==> src/rtl/mpfp_pkg.sv <==
// Shared types and constants for the position frame parser.
// Used by every module and by the bench; depends on nothing.
`default_nettype none
package mpfp_pkg;

    localparam logic [7:0]  STX_V1          = 8'hFE;
    localparam logic [7:0]  STX_V2          = 8'hFD;
    localparam logic [23:0] POS_MSG_ID      = 24'd33;
    localparam logic [7:0]  POS_MIN_LEN     = 8'd28;
    localparam logic [15:0] HDG_UNKNOWN     = 16'hFFFF;
    localparam int          INCOMPAT_SIGNED = 0;
    localparam logic [7:0]  TRAILER_PLAIN   = 8'd2;
    localparam logic [7:0]  TRAILER_SIGNED  = 8'd15;
    localparam logic [7:0]  HDR_LAST_V1     = 8'd5;
    localparam logic [7:0]  HDR_LAST_V2     = 8'd9;

    localparam int QUEUE_DEPTH = 2;
    localparam int QUEUE_AW    = (QUEUE_DEPTH > 1) ? $clog2(QUEUE_DEPTH) : 1;
    localparam int QUEUE_CW    = $clog2(QUEUE_DEPTH + 1);

    typedef enum logic [3:0] {
        PH_HUNT    = 4'b0001,
        PH_HEADER  = 4'b0010,
        PH_PAYLOAD = 4'b0100,
        PH_TRAILER = 4'b1000
    } phase_t;

    // One finished position frame as the parser saw it.
    typedef struct packed {
        logic        short_payload;
        logic [31:0] lat;
        logic [31:0] lon;
        logic [31:0] alt;
        logic [31:0] vel;
        logic [15:0] hdg;
    } frame_t;

endpackage
`default_nettype wire

==> src/rtl/mpfp_ifs.sv <==
// Valid/ready channel interfaces for the byte stream and the position reports.
// Depends on nothing.
`default_nettype none
interface mpfp_byte_if;
    logic       valid;
    logic       ready;
    logic [7:0] byte_in;

    modport source (output valid, output byte_in, input ready);
    modport sink   (input valid, input byte_in, output ready);
endinterface

interface mpfp_pos_if;
    logic               valid;
    logic               ready;
    logic               status;
    logic signed [31:0] lat_e7;
    logic signed [31:0] lon_e7;
    logic signed [31:0] alt_mm;
    logic signed [15:0] vel_x;
    logic signed [15:0] vel_y;
    logic        [15:0] heading_cdeg;
    logic               heading_valid;
    logic        [31:0] good_total;
    logic        [31:0] bad_total;

    modport source (output valid, output status, output lat_e7, output lon_e7,
                    output alt_mm, output vel_x, output vel_y, output heading_cdeg,
                    output heading_valid, output good_total, output bad_total,
                    input ready);
    modport sink   (input valid, input status, input lat_e7, input lon_e7,
                    input alt_mm, input vel_x, input vel_y, input heading_cdeg,
                    input heading_valid, input good_total, input bad_total,
                    output ready);
endinterface
`default_nettype wire

==> src/rtl/mpfp_front.sv <==
// Byte-wide frame parser: finds start bytes, counts header, payload and trailer,
// and captures the position fields. Depends on mpfp_pkg.
`default_nettype none
module mpfp_front (
    input  wire logic            clk,
    input  wire logic            rst_n,
    input  wire logic            take,
    input  wire logic [7:0]      data,
    output logic                 push,
    output mpfp_pkg::frame_t     frame
);

    mpfp_pkg::phase_t phase_reg, phase_next;
    logic [7:0]  cnt_reg, cnt_next;
    logic [7:0]  plen_reg, plen_next;
    logic        v2_reg, v2_next;
    logic        signed_reg, signed_next;
    logic [23:0] msgid_reg, msgid_next;

    logic [31:0] lat_reg, lon_reg, alt_reg, vel_reg;
    logic [15:0] hdg_reg;

    logic [7:0] cnt_inc;
    logic [7:0] hdr_last;
    logic [7:0] trl_len;

    assign cnt_inc  = cnt_reg + 8'd1;
    assign hdr_last = v2_reg ? mpfp_pkg::HDR_LAST_V2 : mpfp_pkg::HDR_LAST_V1;
    assign trl_len  = (v2_reg && signed_reg) ? mpfp_pkg::TRAILER_SIGNED
                                             : mpfp_pkg::TRAILER_PLAIN;

    always_comb
    begin
        phase_next  = phase_reg;
        cnt_next    = cnt_reg;
        plen_next   = plen_reg;
        v2_next     = v2_reg;
        signed_next = signed_reg;
        msgid_next  = msgid_reg;
        push        = 1'b0;
        if (take)
        begin
            unique case (phase_reg)
                mpfp_pkg::PH_HUNT:
                begin
                    if (data == mpfp_pkg::STX_V1 || data == mpfp_pkg::STX_V2)
                    begin
                        v2_next     = (data == mpfp_pkg::STX_V2);
                        signed_next = 1'b0;
                        msgid_next  = '0;
                        plen_next   = '0;
                        cnt_next    = 8'd1;
                        phase_next  = mpfp_pkg::PH_HEADER;
                    end
                end
                mpfp_pkg::PH_HEADER:
                begin
                    if (cnt_reg == 8'd1)
                        plen_next = data;
                    else if (v2_reg)
                    begin
                        if (cnt_reg == 8'd2)
                            signed_next = data[mpfp_pkg::INCOMPAT_SIGNED];
                        else if (cnt_reg == 8'd7)
                            msgid_next[7:0] = data;
                        else if (cnt_reg == 8'd8)
                            msgid_next[15:8] = data;
                        else if (cnt_reg == 8'd9)
                            msgid_next[23:16] = data;
                    end
                    else if (cnt_reg == 8'd5)
                        msgid_next = {16'd0, data};
                    cnt_next = cnt_inc;
                    if (cnt_reg == hdr_last)
                    begin
                        cnt_next   = '0;
                        phase_next = (plen_reg == 8'd0) ? mpfp_pkg::PH_TRAILER
                                                        : mpfp_pkg::PH_PAYLOAD;
                    end
                end
                mpfp_pkg::PH_PAYLOAD:
                begin
                    cnt_next = cnt_inc;
                    if (cnt_inc == plen_reg)
                    begin
                        cnt_next   = '0;
                        phase_next = mpfp_pkg::PH_TRAILER;
                    end
                end
                mpfp_pkg::PH_TRAILER:
                begin
                    cnt_next = cnt_inc;
                    if (cnt_inc == trl_len)
                    begin
                        cnt_next   = '0;
                        phase_next = mpfp_pkg::PH_HUNT;
                        push       = (msgid_reg == mpfp_pkg::POS_MSG_ID);
                    end
                end
                default:
                begin
                    cnt_next   = '0;
                    phase_next = mpfp_pkg::PH_HUNT;
                end
            endcase
        end
    end

    always_ff @(posedge clk or negedge rst_n)
    begin
        if (!rst_n)
        begin
            phase_reg  <= mpfp_pkg::PH_HUNT;
            cnt_reg    <= '0;
            plen_reg   <= '0;
            v2_reg     <= 1'b0;
            signed_reg <= 1'b0;
            msgid_reg  <= '0;
        end
        else
        begin
            phase_reg  <= phase_next;
            cnt_reg    <= cnt_next;
            plen_reg   <= plen_next;
            v2_reg     <= v2_next;
            signed_reg <= signed_next;
            msgid_reg  <= msgid_next;
        end
    end

    // Little-endian field capture; the low offset bits select the byte lane.
    always_ff @(posedge clk)
    begin
        if (take && phase_reg == mpfp_pkg::PH_PAYLOAD)
        begin
            case (cnt_reg)
                8'd4, 8'd5, 8'd6, 8'd7:
                    lat_reg[{cnt_reg[1:0], 3'b000} +: 8] <= data;
                8'd8, 8'd9, 8'd10, 8'd11:
                    lon_reg[{cnt_reg[1:0], 3'b000} +: 8] <= data;
                8'd12, 8'd13, 8'd14, 8'd15:
                    alt_reg[{cnt_reg[1:0], 3'b000} +: 8] <= data;
                8'd20, 8'd21, 8'd22, 8'd23:
                    vel_reg[{cnt_reg[1:0], 3'b000} +: 8] <= data;
                8'd26, 8'd27:
                    hdg_reg[{cnt_reg[0], 3'b000} +: 8] <= data;
                default:
                    ;
            endcase
        end
    end

    assign frame.short_payload = (plen_reg < mpfp_pkg::POS_MIN_LEN);
    assign frame.lat           = lat_reg;
    assign frame.lon           = lon_reg;
    assign frame.alt           = alt_reg;
    assign frame.vel           = vel_reg;
    assign frame.hdg           = hdg_reg;

endmodule
`default_nettype wire

==> src/rtl/mpfp_queue.sv <==
// Short first-in first-out queue of finished frames between parser and reporter.
// Depends on mpfp_pkg.
`default_nettype none
module mpfp_queue (
    input  wire logic             clk,
    input  wire logic             rst_n,
    input  wire logic             push,
    input  wire mpfp_pkg::frame_t wr_frame,
    input  wire logic             pop,
    output mpfp_pkg::frame_t      rd_frame,
    output logic                  not_empty,
    output logic                  full
);

    mpfp_pkg::frame_t slot_reg [mpfp_pkg::QUEUE_DEPTH];
    logic [mpfp_pkg::QUEUE_AW-1:0] wr_ptr_reg, wr_ptr_next;
    logic [mpfp_pkg::QUEUE_AW-1:0] rd_ptr_reg, rd_ptr_next;
    logic [mpfp_pkg::QUEUE_CW-1:0] fill_reg, fill_next;

    function automatic logic [mpfp_pkg::QUEUE_AW-1:0] bump(
        input logic [mpfp_pkg::QUEUE_AW-1:0] p);
        if (p == mpfp_pkg::QUEUE_AW'(mpfp_pkg::QUEUE_DEPTH - 1))
            return '0;
        return p + mpfp_pkg::QUEUE_AW'(1);
    endfunction

    assign not_empty = (fill_reg != '0);
    assign full      = (fill_reg == mpfp_pkg::QUEUE_CW'(mpfp_pkg::QUEUE_DEPTH));
    assign rd_frame  = slot_reg[rd_ptr_reg];

    always_comb
    begin
        wr_ptr_next = push ? bump(wr_ptr_reg) : wr_ptr_reg;
        rd_ptr_next = pop ? bump(rd_ptr_reg) : rd_ptr_reg;
        fill_next   = fill_reg;
        if (push && !pop)
            fill_next = fill_reg + mpfp_pkg::QUEUE_CW'(1);
        else if (pop && !push)
            fill_next = fill_reg - mpfp_pkg::QUEUE_CW'(1);
    end

    always_ff @(posedge clk or negedge rst_n)
    begin
        if (!rst_n)
        begin
            wr_ptr_reg <= '0;
            rd_ptr_reg <= '0;
            fill_reg   <= '0;
        end
        else
        begin
            wr_ptr_reg <= wr_ptr_next;
            rd_ptr_reg <= rd_ptr_next;
            fill_reg   <= fill_next;
        end
    end

    always_ff @(posedge clk)
    begin
        if (push)
            slot_reg[wr_ptr_reg] <= wr_frame;
    end

endmodule
`default_nettype wire

==> src/rtl/mpfp_back.sv <==
// Report stage: judges each queued frame, keeps the good and rejected totals,
// and holds the report word in an output register. Depends on mpfp_pkg.
`default_nettype none
module mpfp_back (
    input  wire logic             clk,
    input  wire logic             rst_n,
    input  wire logic             avail,
    input  wire mpfp_pkg::frame_t frame,
    output logic                  pop,
    mpfp_pos_if.source            report
);

    logic        valid_reg;
    logic        status_reg;
    logic [31:0] lat_reg, lon_reg, alt_reg;
    logic [15:0] vx_reg, vy_reg, hdg_reg;
    logic        hdg_ok_reg;
    logic [31:0] good_reg, good_next;
    logic [31:0] bad_reg, bad_next;
    logic        reject;

    assign pop    = avail && (!valid_reg || report.ready);
    assign reject = frame.short_payload || (frame.lat == 32'd0 && frame.lon == 32'd0);

    always_comb
    begin
        good_next = good_reg;
        bad_next  = bad_reg;
        if (pop)
        begin
            if (reject)
                bad_next = bad_reg + 32'd1;
            else
                good_next = good_reg + 32'd1;
        end
    end

    always_ff @(posedge clk or negedge rst_n)
    begin
        if (!rst_n)
        begin
            valid_reg <= 1'b0;
            good_reg  <= '0;
            bad_reg   <= '0;
        end
        else
        begin
            if (pop)
                valid_reg <= 1'b1;
            else if (report.ready)
                valid_reg <= 1'b0;
            good_reg <= good_next;
            bad_reg  <= bad_next;
        end
    end

    // A rejected frame reports zeros in every position field.
    always_ff @(posedge clk)
    begin
        if (pop)
        begin
            status_reg <= reject;
            lat_reg    <= reject ? 32'd0 : frame.lat;
            lon_reg    <= reject ? 32'd0 : frame.lon;
            alt_reg    <= reject ? 32'd0 : frame.alt;
            vx_reg     <= reject ? 16'd0 : frame.vel[15:0];
            vy_reg     <= reject ? 16'd0 : frame.vel[31:16];
            hdg_reg    <= reject ? 16'd0 : frame.hdg;
            hdg_ok_reg <= !reject && (frame.hdg != mpfp_pkg::HDG_UNKNOWN);
        end
    end

    assign report.valid         = valid_reg;
    assign report.status        = status_reg;
    assign report.lat_e7        = lat_reg;
    assign report.lon_e7        = lon_reg;
    assign report.alt_mm        = alt_reg;
    assign report.vel_x         = vx_reg;
    assign report.vel_y         = vy_reg;
    assign report.heading_cdeg  = hdg_reg;
    assign report.heading_valid = hdg_ok_reg;
    assign report.good_total    = good_reg;
    assign report.bad_total     = bad_reg;

endmodule
`default_nettype wire

==> src/rtl/mavlink_position_frame_parser_top.sv <==
// Position frame parser for a version 1 / version 2 byte stream. It takes one
// byte per clock cycle without pause as long as its two-entry frame queue has
// room. A report is offered once the frame has been written into the queue and
// then loaded into the report register, at the earliest. Only a
// consumer that leaves reports waiting can stall the input, and since every
// frame is at least eight bytes long that takes several reports held back in
// a row. Checksums are not verified.
// Depends on mpfp_pkg, the interfaces, mpfp_front, mpfp_queue and mpfp_back.
`default_nettype none
module mavlink_position_frame_parser_top (
    input  wire logic    clk,
    input  wire logic    rst_n,
    mpfp_byte_if.sink    stream,
    mpfp_pos_if.source   report
);

    logic             take;
    logic             push;
    logic             pop;
    logic             not_empty;
    logic             full;
    mpfp_pkg::frame_t wr_frame;
    mpfp_pkg::frame_t rd_frame;

    assign stream.ready = !full;
    assign take         = stream.valid && !full;

    mpfp_front u_front (
        .clk   (clk),
        .rst_n (rst_n),
        .take  (take),
        .data  (stream.byte_in),
        .push  (push),
        .frame (wr_frame)
    );

    mpfp_queue u_queue (
        .clk       (clk),
        .rst_n     (rst_n),
        .push      (push),
        .wr_frame  (wr_frame),
        .pop       (pop),
        .rd_frame  (rd_frame),
        .not_empty (not_empty),
        .full      (full)
    );

    mpfp_back u_back (
        .clk    (clk),
        .rst_n  (rst_n),
        .avail  (not_empty),
        .frame  (rd_frame),
        .pop    (pop),
        .report (report)
    );

endmodule
`default_nettype wire

==> src/flat_wrapper.sv <==
// flat-port wrapper written by rule: the top's interface ports become plain ports
module mavlink_position_frame_parser_top_flat 
  (clk, rst_n, stream_valid, stream_byte_in, stream_ready, report_valid, report_status, report_lat_e7, report_lon_e7, report_alt_mm, report_vel_x, report_vel_y, report_heading_cdeg, report_heading_valid, report_good_total, report_bad_total, report_ready);
  mpfp_byte_if stream_i ();
  mpfp_pos_if report_i ();
  input  wire logic clk;
  input  wire logic rst_n;
  input wire logic [$bits(stream_i.valid)-1:0] stream_valid;
  input wire logic [$bits(stream_i.byte_in)-1:0] stream_byte_in;
  output wire logic [$bits(stream_i.ready)-1:0] stream_ready;
  output wire logic [$bits(report_i.valid)-1:0] report_valid;
  output wire logic [$bits(report_i.status)-1:0] report_status;
  output wire logic [$bits(report_i.lat_e7)-1:0] report_lat_e7;
  output wire logic [$bits(report_i.lon_e7)-1:0] report_lon_e7;
  output wire logic [$bits(report_i.alt_mm)-1:0] report_alt_mm;
  output wire logic [$bits(report_i.vel_x)-1:0] report_vel_x;
  output wire logic [$bits(report_i.vel_y)-1:0] report_vel_y;
  output wire logic [$bits(report_i.heading_cdeg)-1:0] report_heading_cdeg;
  output wire logic [$bits(report_i.heading_valid)-1:0] report_heading_valid;
  output wire logic [$bits(report_i.good_total)-1:0] report_good_total;
  output wire logic [$bits(report_i.bad_total)-1:0] report_bad_total;
  input wire logic [$bits(report_i.ready)-1:0] report_ready;
  assign stream_i.valid = stream_valid;
  assign stream_i.byte_in = stream_byte_in;
  assign stream_ready = stream_i.ready;
  assign report_valid = report_i.valid;
  assign report_status = report_i.status;
  assign report_lat_e7 = report_i.lat_e7;
  assign report_lon_e7 = report_i.lon_e7;
  assign report_alt_mm = report_i.alt_mm;
  assign report_vel_x = report_i.vel_x;
  assign report_vel_y = report_i.vel_y;
  assign report_heading_cdeg = report_i.heading_cdeg;
  assign report_heading_valid = report_i.heading_valid;
  assign report_good_total = report_i.good_total;
  assign report_bad_total = report_i.bad_total;
  assign report_i.ready = report_ready;
  mavlink_position_frame_parser_top u_core (.clk(clk), .rst_n(rst_n), .stream(stream_i), .report(report_i));
endmodule
==> config.mk <==
export PLATFORM = sky130hd
export DESIGN_NAME = mavlink_position_frame_parser_top_flat
export DESIGN_NICKNAME = d
export VERILOG_FILES = /design/src/rtl/mpfp_pkg.sv /design/src/rtl/mpfp_ifs.sv /design/src/rtl/mpfp_front.sv /design/src/rtl/mpfp_queue.sv /design/src/rtl/mpfp_back.sv /design/src/rtl/mavlink_position_frame_parser_top.sv /design/src/flat_wrapper.sv
export SDC_FILE = /design/constraint.sdc
export NUM_CORES = 1
export LEC_CHECK = 0
export BUFFER_PORTS_ARGS = -buffer_cell sky130_fd_sc_hd__buf_2
export CAP_MARGIN = 15
export CORE_ASPECT_RATIO = 0.8
export CORE_MARGIN = 1
export CORE_UTILIZATION = 55
export DETAILED_ROUTE_END_ITERATION = 6
export PLACE_DENSITY = 0.74
export SYNTH_ARGS = -nofsm -noshare
export SYNTH_HDL_FRONTEND = slang
export SYNTH_SLANG_ARGS = --single-unit
==> constraint.sdc <==
create_clock -name clk -period 19.1 [get_ports clk]
set_clock_uncertainty 0.2 [all_clocks]
set_input_delay 1.91 -clock clk [delete_from_list [all_inputs] [get_ports clk]]
set_output_delay 1.91 -clock clk [all_outputs]
set_load 0.1 [all_outputs]
==> results of run 1 <==
[worst max-delay path, cell delays in order (launching register included)]
cell and delay, ps:
dfrtp_1 780, ha_1 390, nand3_2 200, mux2i_1 180
o41ai_1 310, o211a_1 360, and3_4 910, buf_4 930
[path summary, 6_finish.rpt]
kind                                                            start                                              end  slack (ps)  cells after the start
worst max-delay path            u_core.u_front.cnt_reg[0]$_DFFE_PN0P_         u_core.u_queue.slot_reg[1][42]$_DFFE_PP_       14290                      7
worst min-delay path             u_core.u_front.lon_reg[13]$_DFFE_PP_         u_core.u_queue.slot_reg[0][93]$_DFFE_PP_         240                      0
worst max register to register  u_core.u_front.cnt_reg[0]$_DFFE_PN0P_         u_core.u_queue.slot_reg[1][42]$_DFFE_PP_       14290                      7
worst min register to register   u_core.u_front.lon_reg[13]$_DFFE_PP_         u_core.u_queue.slot_reg[0][93]$_DFFE_PP_         240                      0
max in group asynchronous                                       rst_n            u_core.u_front.cnt_reg[2]$_DFFE_PN0P_       16260                      2
min in group asynchronous                                       rst_n  u_core.u_back.report.good_total[18]$_DFFE_PN0P_        1170                      1
[cells in the mapped netlist, types with 27 or more instances]
library cell	number	area, um2
nor2_1	208	781
inv_1	44	165
nand4_1	28	175
edfxtp_1	580	17400
o21ai_0	32	160
mux2i_1	146	1460
nor3_1	27	135
dfrtp_1	114	2850
nor4_1	43	269
xnor2_1	59	517
nand3_1	49	245
clkbuf_1	29	109
nand2_1	95	357
[cell type report]
class / count / area share [%]
clock inverters: 35 / 1.09
clock buffers: 89 / 6.11
inverters: 45 / 0.622
flip-flops and latches: 695 / 67.3
well taps: 620 / 2.57
multi-input cells: 848 / 18.3
repair buffers: 239 / 4.10
[metrics by stage]
step,cell area (um2),instances,setup slack [ps]
after floorplan,26300,1648,9730
after global placement,28000,2446,14080
after detailed placement,28000,2447,13970
after CTS,30200,2571,14380
after global routing,30200,2571,14100
final,30200,2571,14290
[cells by family (layout without fill, tap and decap cells)]
logic type,count (synthesis),after routing,synth area share [%]
and+or+nand+nor,525,525,9.92
muxes,151,151,5.80
AOI/OAI and AO/OA,82,82,2.06
buffers and inverters,105,408,1.79
xor gates and xnor gates,80,80,2.67
adders and majority gates,10,10,0.476
DFF,695,695,77.3
[routing by layer]
metal  GRT usage, %  vias to the layer above  routed length, um
met1           33.2                     7231              23800
met3           5.04                      116               4010
met4           7.84                        0               1670
met5              0                        -                  0
li1               -                     6614                  -
met2           35.2                      570              25800
[power by group through the flow]
stage / clock, uW / sequential [uW] / combinational (uW)
floorplan: 0 / 1690 / 91.9
global placement: 0 / 1700 / 155
detailed placement: 0 / 1700 / 155
CTS: 1320 / 1660 / 156
global route: 1380 / 1660 / 167
finish: 1300 / 1660 / 159
==> results.sh, run 1 <==
export IMPL_grt_max_degree=89
export IMPL_async_flop_share_pct=16.5
export IMPL_cp_arrival_ps=4820
export IMPL_power_density_mw_per_mm2=103
export IMPL_fill_cells=3292
export IMPL_end_kind="register"
export IMPL_clkTransAtPathRegs_ps=60
export IMPL_nets=1918
export IMPL_final_min_clock_period_ps=4810
export IMPL_synthToLayoutAreaGrowth_pct=14.9
export IMPL_synth_cells=1648
export IMPL_clkPwrFrac_pct=41.6
export IMPL_vias=14500
export IMPL_numCtsBuffers=67
export IMPL_power_leakage_uw=0.0111
export IMPL_post_synth_num_cell_types=64
export IMPL_largest_register_ffs=290
export IMPL_p_comb_share_pct=5.1
export IMPL_rows=71
export IMPL_hp_class="reg2reg"
export IMPL_diodes=0
export IMPL_ios=224
export IMPL_cts_hold_buffers=0
export IMPL_intPower_uw=2440
export IMPL_regArea_mm2=0.0203
export IMPL_vias_per_cell=5.65
export IMPL_initial_utilization_pct=55.8
export IMPL_portBuffers=223
export IMPL_maxSlewHeadroom_pct=26.7
export IMPL_worstPathMaxFanout=74
export IMPL_ctsRootBufferMaster="clkbuf_16"
export IMPL_fmax_mhz=208
export IMPL_synth_nets=1670
export IMPL_whs_ps=242
export IMPL_routedWlPerCell_um=21.5
export IMPL_synth_ff_latch_count=695
export IMPL_drt_first_pass_iters=5
export IMPL_post_cts_buffers=0
export IMPL_fin_crit_sh_pct=25.2
export IMPL_power_uw=3120
export IMPL_yosys_warnings=0
export IMPL_sequentialPowerShare_pct=53.3
export IMPL_grt_pass1_wl_mm=82.6
export IMPL_grt_pass1_vias=13700
export IMPL_dieArea_mm2=0.0486
export IMPL_syn_area_mm2=0.0263
export IMPL_ant_nets=0
export IMPL_globalRouteTotalUtil_pct=23.1
export IMPL_maxSlewViolCount=0
export IMPL_core_area_mm2=0.0471
export IMPL_status="completed"
export IMPL_switching_share_pct=21.9
export IMPL_tns_ps=0
export IMPL_crit_type="reg2reg"
export IMPL_die_h_um=197
export IMPL_postLayoutCoreUtil_pct=64.1
export IMPL_antenna_found_initial=1
export IMPL_totalWireLength_mm=55.3
export IMPL_gp_congestion=0.928
export IMPL_cts_sinks=695
export IMPL_cts_resized=0
export IMPL_drtIter0Drc=1376
export IMPL_maxCapViolations=0
export IMPL_drcViolationCount=0
export IMPL_peakVddDrop_v=0.0000618
export IMPL_dp_hpwl_mm=37.3
export IMPL_multi_input_area_mm2=0.00551
export IMPL_drive_gt1_share_pct=18.8
export IMPL_yosysSeqAreaShare_pct=77.3
export IMPL_hold_viol=0
export IMPL_worst_skew_pair_late_latency_ps=610
export IMPL_cts_path_max_buffers=3
export IMPL_setup_viol=0
export IMPL_cts_tree="yes"
export IMPL_tightest_slew_ps=1100
export IMPL_synth_edf_count=580
export IMPL_grt_ovfl_total=0
export IMPL_critPathLaunchType="register"
export IMPL_cp_data_required_time_ps=19120
export IMPL_synth_flop_cell="edfxtp_1"
export IMPL_final_cell_mix="edfxtp_1 (580), buf_2 (223), nor2_1 (207)"
export IMPL_p_switching_uw=685
export IMPL_dieWidth_um=246
export IMPL_h_tree_depth=3
export IMPL_synth_area_per_cell_um2=15.9
export IMPL_final_common_cell="edfxtp_1"
export IMPL_rsz0062_at_grt="false"
Power figures use the tool's default switching activity.
==> run 2: changes to the inputs <==
ABC_AREA = 1   (was unset)
clock period = 5 ns   (was 19.1 ns; I/O delays follow)
==> run 2 against run 1 <==
First-iteration DRC count up 43%. Sequential power rose to 4.5 times the previous value. Wire length up 16%. Final area up 4.4%. Clock power rose to 3.9 times the previous value. Non-clock buffer count up 11. Die area up 4.2%. Largest cell class unchanged. Combinational power rose to 48 times the previous value. Clock-buffer cell count down 2. Total power rose to 6.5 times the previous value. Critical path depth up 5. Global-route usage up 2.5 points. Critical path type unchanged.
==> results.sh, run 2 <==
export IMPL_slowest_stage="dfrtp_1"
export IMPL_yosys_warnings=0
export IMPL_dpl_instance_area_mm2=0.0292
export IMPL_tightest_slew_ps=1240
export IMPL_final_cell_mix="edfxtp_1 (580), nand2_1 (554), buf_2 (222)"
export IMPL_portBuffers=223
export IMPL_largest_register_ffs=290
export IMPL_fmax_mhz=260
export IMPL_peakVddDrop_v=0.000728
export IMPL_initial_utilization_pct=56.1
export IMPL_drcViolationCount=0
export IMPL_diodes=0
export IMPL_status="completed"
export IMPL_crit_top_cell="nand2_1"
export IMPL_maxCapViolations=0
export IMPL_synth_cells=2226
export IMPL_antenna_found_initial=1
export IMPL_routedWlPerCell_um=20.2
export IMPL_numCtsBuffers=68
export IMPL_hold_viol=0
export IMPL_yosysSeqAreaShare_pct=74.2
export IMPL_cts_resized=0
export IMPL_worst_skew_pair_late_latency_ps=610
export IMPL_power_density_mw_per_mm2=645
export IMPL_async_flop_share_pct=16.5
export IMPL_post_cts_buffers=0
export IMPL_fin_area_mm2=0.0315
export IMPL_grt_pass1_wl_mm=97.8
export IMPL_pre_cts_slack_ps=1260
export IMPL_cts_hold_buffers=2
export IMPL_dieWidth_um=251
export IMPL_setup_ws_ps=1160
export IMPL_fill_cells=3581
export IMPL_yosys_top_cells_area="edfxtp_1 (64%), dfrtp_1 (10%), nand2_1 (7.6%)"
export IMPL_path_cells="ha_1, inv_1, nor2_1, nand2_1, nand2_1, nand2_1, nor3_1, nand3_1, nor2_1, inv_1, nor2_4, buf_4"
export IMPL_ctsRootBufferMaster="clkbuf_16"
export IMPL_crit_type="reg2reg"
export IMPL_gp_congestion=0.954
export IMPL_r2r_end="u_core.u_queue.slot_reg[0][64]$_DFFE_PP_"
export IMPL_maxUsedRoutingLayer="met4"
export IMPL_reg2reg_slack_ps=1160
export IMPL_drt_first_pass_iters=5
export IMPL_dp_hpwl_mm=43.1
export IMPL_synth_nets=2248
export IMPL_die_h_um=202
export IMPL_crit_end="u_core.u_queue.slot_reg[0][64]$_DFFE_PP_"
export IMPL_dieArea_mm2=0.0507
export IMPL_setup_viol=0
export IMPL_rsz0062_at_grt="false"
export IMPL_synth_edf_count=580
export IMPL_globalRouteTotalUtil_pct=25.6
export IMPL_cts_sinks=695
export IMPL_core_area_mm2=0.0487
export IMPL_clkTransAtPathRegs_ps=70
export IMPL_routedLengthMet1_mm=29.2
export IMPL_totalWireLength_mm=64.2
export IMPL_cp_depth=12
export IMPL_drtIter0Drc=1966
export IMPL_maxSlewViolCount=0
export IMPL_fin_crit_sh_pct=76.8
export IMPL_hp_class="in2reg"
export IMPL_worstPathMaxFanout=26
export IMPL_post_synth_num_cell_types=36
export IMPL_crit_start="u_core.u_front.cnt_reg[1]$_DFFE_PN0P_"
export IMPL_syn_area_mm2=0.0274
export IMPL_synth_area_per_cell_um2=12.3
export IMPL_h_tree_depth=3
export IMPL_drive_gt1_share_pct=14.8
export IMPL_grt_ovfl_total=0
export IMPL_rows=72
export IMPL_netlist_top_cells_count="edfxtp_1 (580), nand2_1 (554), nor2_1 (217)"
export IMPL_synth_ff_latch_count=695
export IMPL_critPathTopFamily="simple AND/OR/NAND/NOR gates"
export IMPL_cp_arrival_ps=3910
export IMPL_synth_area_leader_cell="edfxtp_1"
export IMPL_nets=2486
export IMPL_maxSlewHeadroom_pct=16.6
export IMPL_vias_per_cell=5.54
export IMPL_max_stage_delay_ps=500
export IMPL_ant_nets=0
export IMPL_netlist_area_leader_share_pct=63.6
export IMPL_cp_data_required_time_ps=5060
export IMPL_yosysMostFrequentCell="edfxtp_1"
export IMPL_critPathLaunchType="register"
export IMPL_wl_met3_mm=4.79
export IMPL_synth_flop_cell="edfxtp_1"
export IMPL_path_buf_inv=3
export IMPL_grt_max_degree=138
export IMPL_wl_met2_mm=29.1
export IMPL_synthToLayoutAreaGrowth_pct=15.1
export IMPL_grt_pass1_vias=16600
export IMPL_cts_tree="yes"
export IMPL_power_leakage_uw=0.0125
export IMPL_ios=224
export IMPL_reg2reg_from="u_core.u_front.cnt_reg[1]$_DFFE_PN0P_"
export IMPL_cts_path_max_buffers=3
export IMPL_r2r_cells=12
export IMPL_final_min_clock_period_ps=3840
export IMPL_final_common_cell="edfxtp_1"
export IMPL_vias=17600
export IMPL_end_kind="register"
==> run 2: through the flow <==
stage / total power, uW / TNS, ps / utilization (%) / std cells / hold slack [ps]
final: 20300 / 0 / 64.6 / 3180 / 69.1
after global routing: 21000 / 0 / 64.6 / 3180 / 66.4
after CTS: 20400 / 0 / 64.6 / 3178 / 40.8
after detailed placement: 15300 / 0 / 60.0 / 3056 / 230
after global placement: 15200 / 0 / 60.0 / 3056 / 223
after floorplan: 13900 / -382540 / - / 2226 / 4.41
==> run 2: cell families after synthesis <==
family                   after synthesis  share of synthesized area (%)
AND/OR/NAND/NOR                     1034                           16.0
flip-flops                           695                           74.2
buffers and inverters                219                           3.33
AO/OA/AOI/OAI                        193                           3.58
XOR/XNOR                              66                           2.11
adder cells (fa/ha/maj)               10                          0.457
multiplexers                           9                          0.343
==> run 2: layout make-up <==
| type | count | area (um2) | share of cell area, % |
|---|---|---|---|
| inverter | 137 | 514 | 1.63 |
| timing repair buffer | 250 | 1410 | 4.47 |
| clock buffer | 87 | 1870 | 5.93 |
| clock inverter | 33 | 365 | 1.16 |
| tap | 666 | 833 | 2.65 |
| multi-input combinational | 1312 | 6210 | 19.7 |
| sequential | 695 | 20300 | 64.5 |
==> run 2: worst min-delay path by stage <==
stage / startpoint / to / cells past startpoint
2_1_floorplan: rst_n / u_core.u_back.report.bad_total[0]$_DFFE_PN0P_ / 0
6_report: stream_byte_in[6] / u_core.u_front.msgid_reg[22]$_DFFE_PN0P_ / 3
3_3_place_gp: u_core.u_front.vel_reg[25]$_DFFE_PP_ / u_core.u_queue.slot_reg[0][41]$_DFFE_PP_ / 0
4_1_cts: stream_byte_in[4] / u_core.u_front.msgid_reg[20]$_DFFE_PN0P_ / 3
3_5_place_dp: u_core.u_front.lat_reg[27]$_DFFE_PP_ / u_core.u_queue.slot_reg[1][139]$_DFFE_PP_ / 0
5_1_grt: stream_byte_in[4] / u_core.u_front.msgid_reg[20]$_DFFE_PN0P_ / 3
==> run 2: where the power goes <==
part | total (uW) | switching, uW | internal, uW
registers | 7510 | 284 | 7230
clock network | 5110 | 2090 | 3010
logic | 7710 | 6750 | 952
total | 20300 | 9130 | 11200
==> run 2: metal layers <==
| metal | track usage [%] | up-vias |
|---|---|---|
| li1 | - | 8175 |
| met1 | 39.3 | 8660 |
| met2 | 37.8 | 689 |
| met3 | 4.95 | 80 |
| met4 | 6.32 | 0 |
| met5 | 0 | - |
==> run 2: worst register-to-register path, cell delays in order (launching register included) <==
cell and delay (ps):
dfrtp_1 500, ha_1 250, inv_1 120, nor2_1 360, nand2_1 130, nand2_1 80
nand2_1 110, nor3_1 250, nand3_1 150, nor2_1 290, inv_1 180, nor2_4 430
buf_4 440
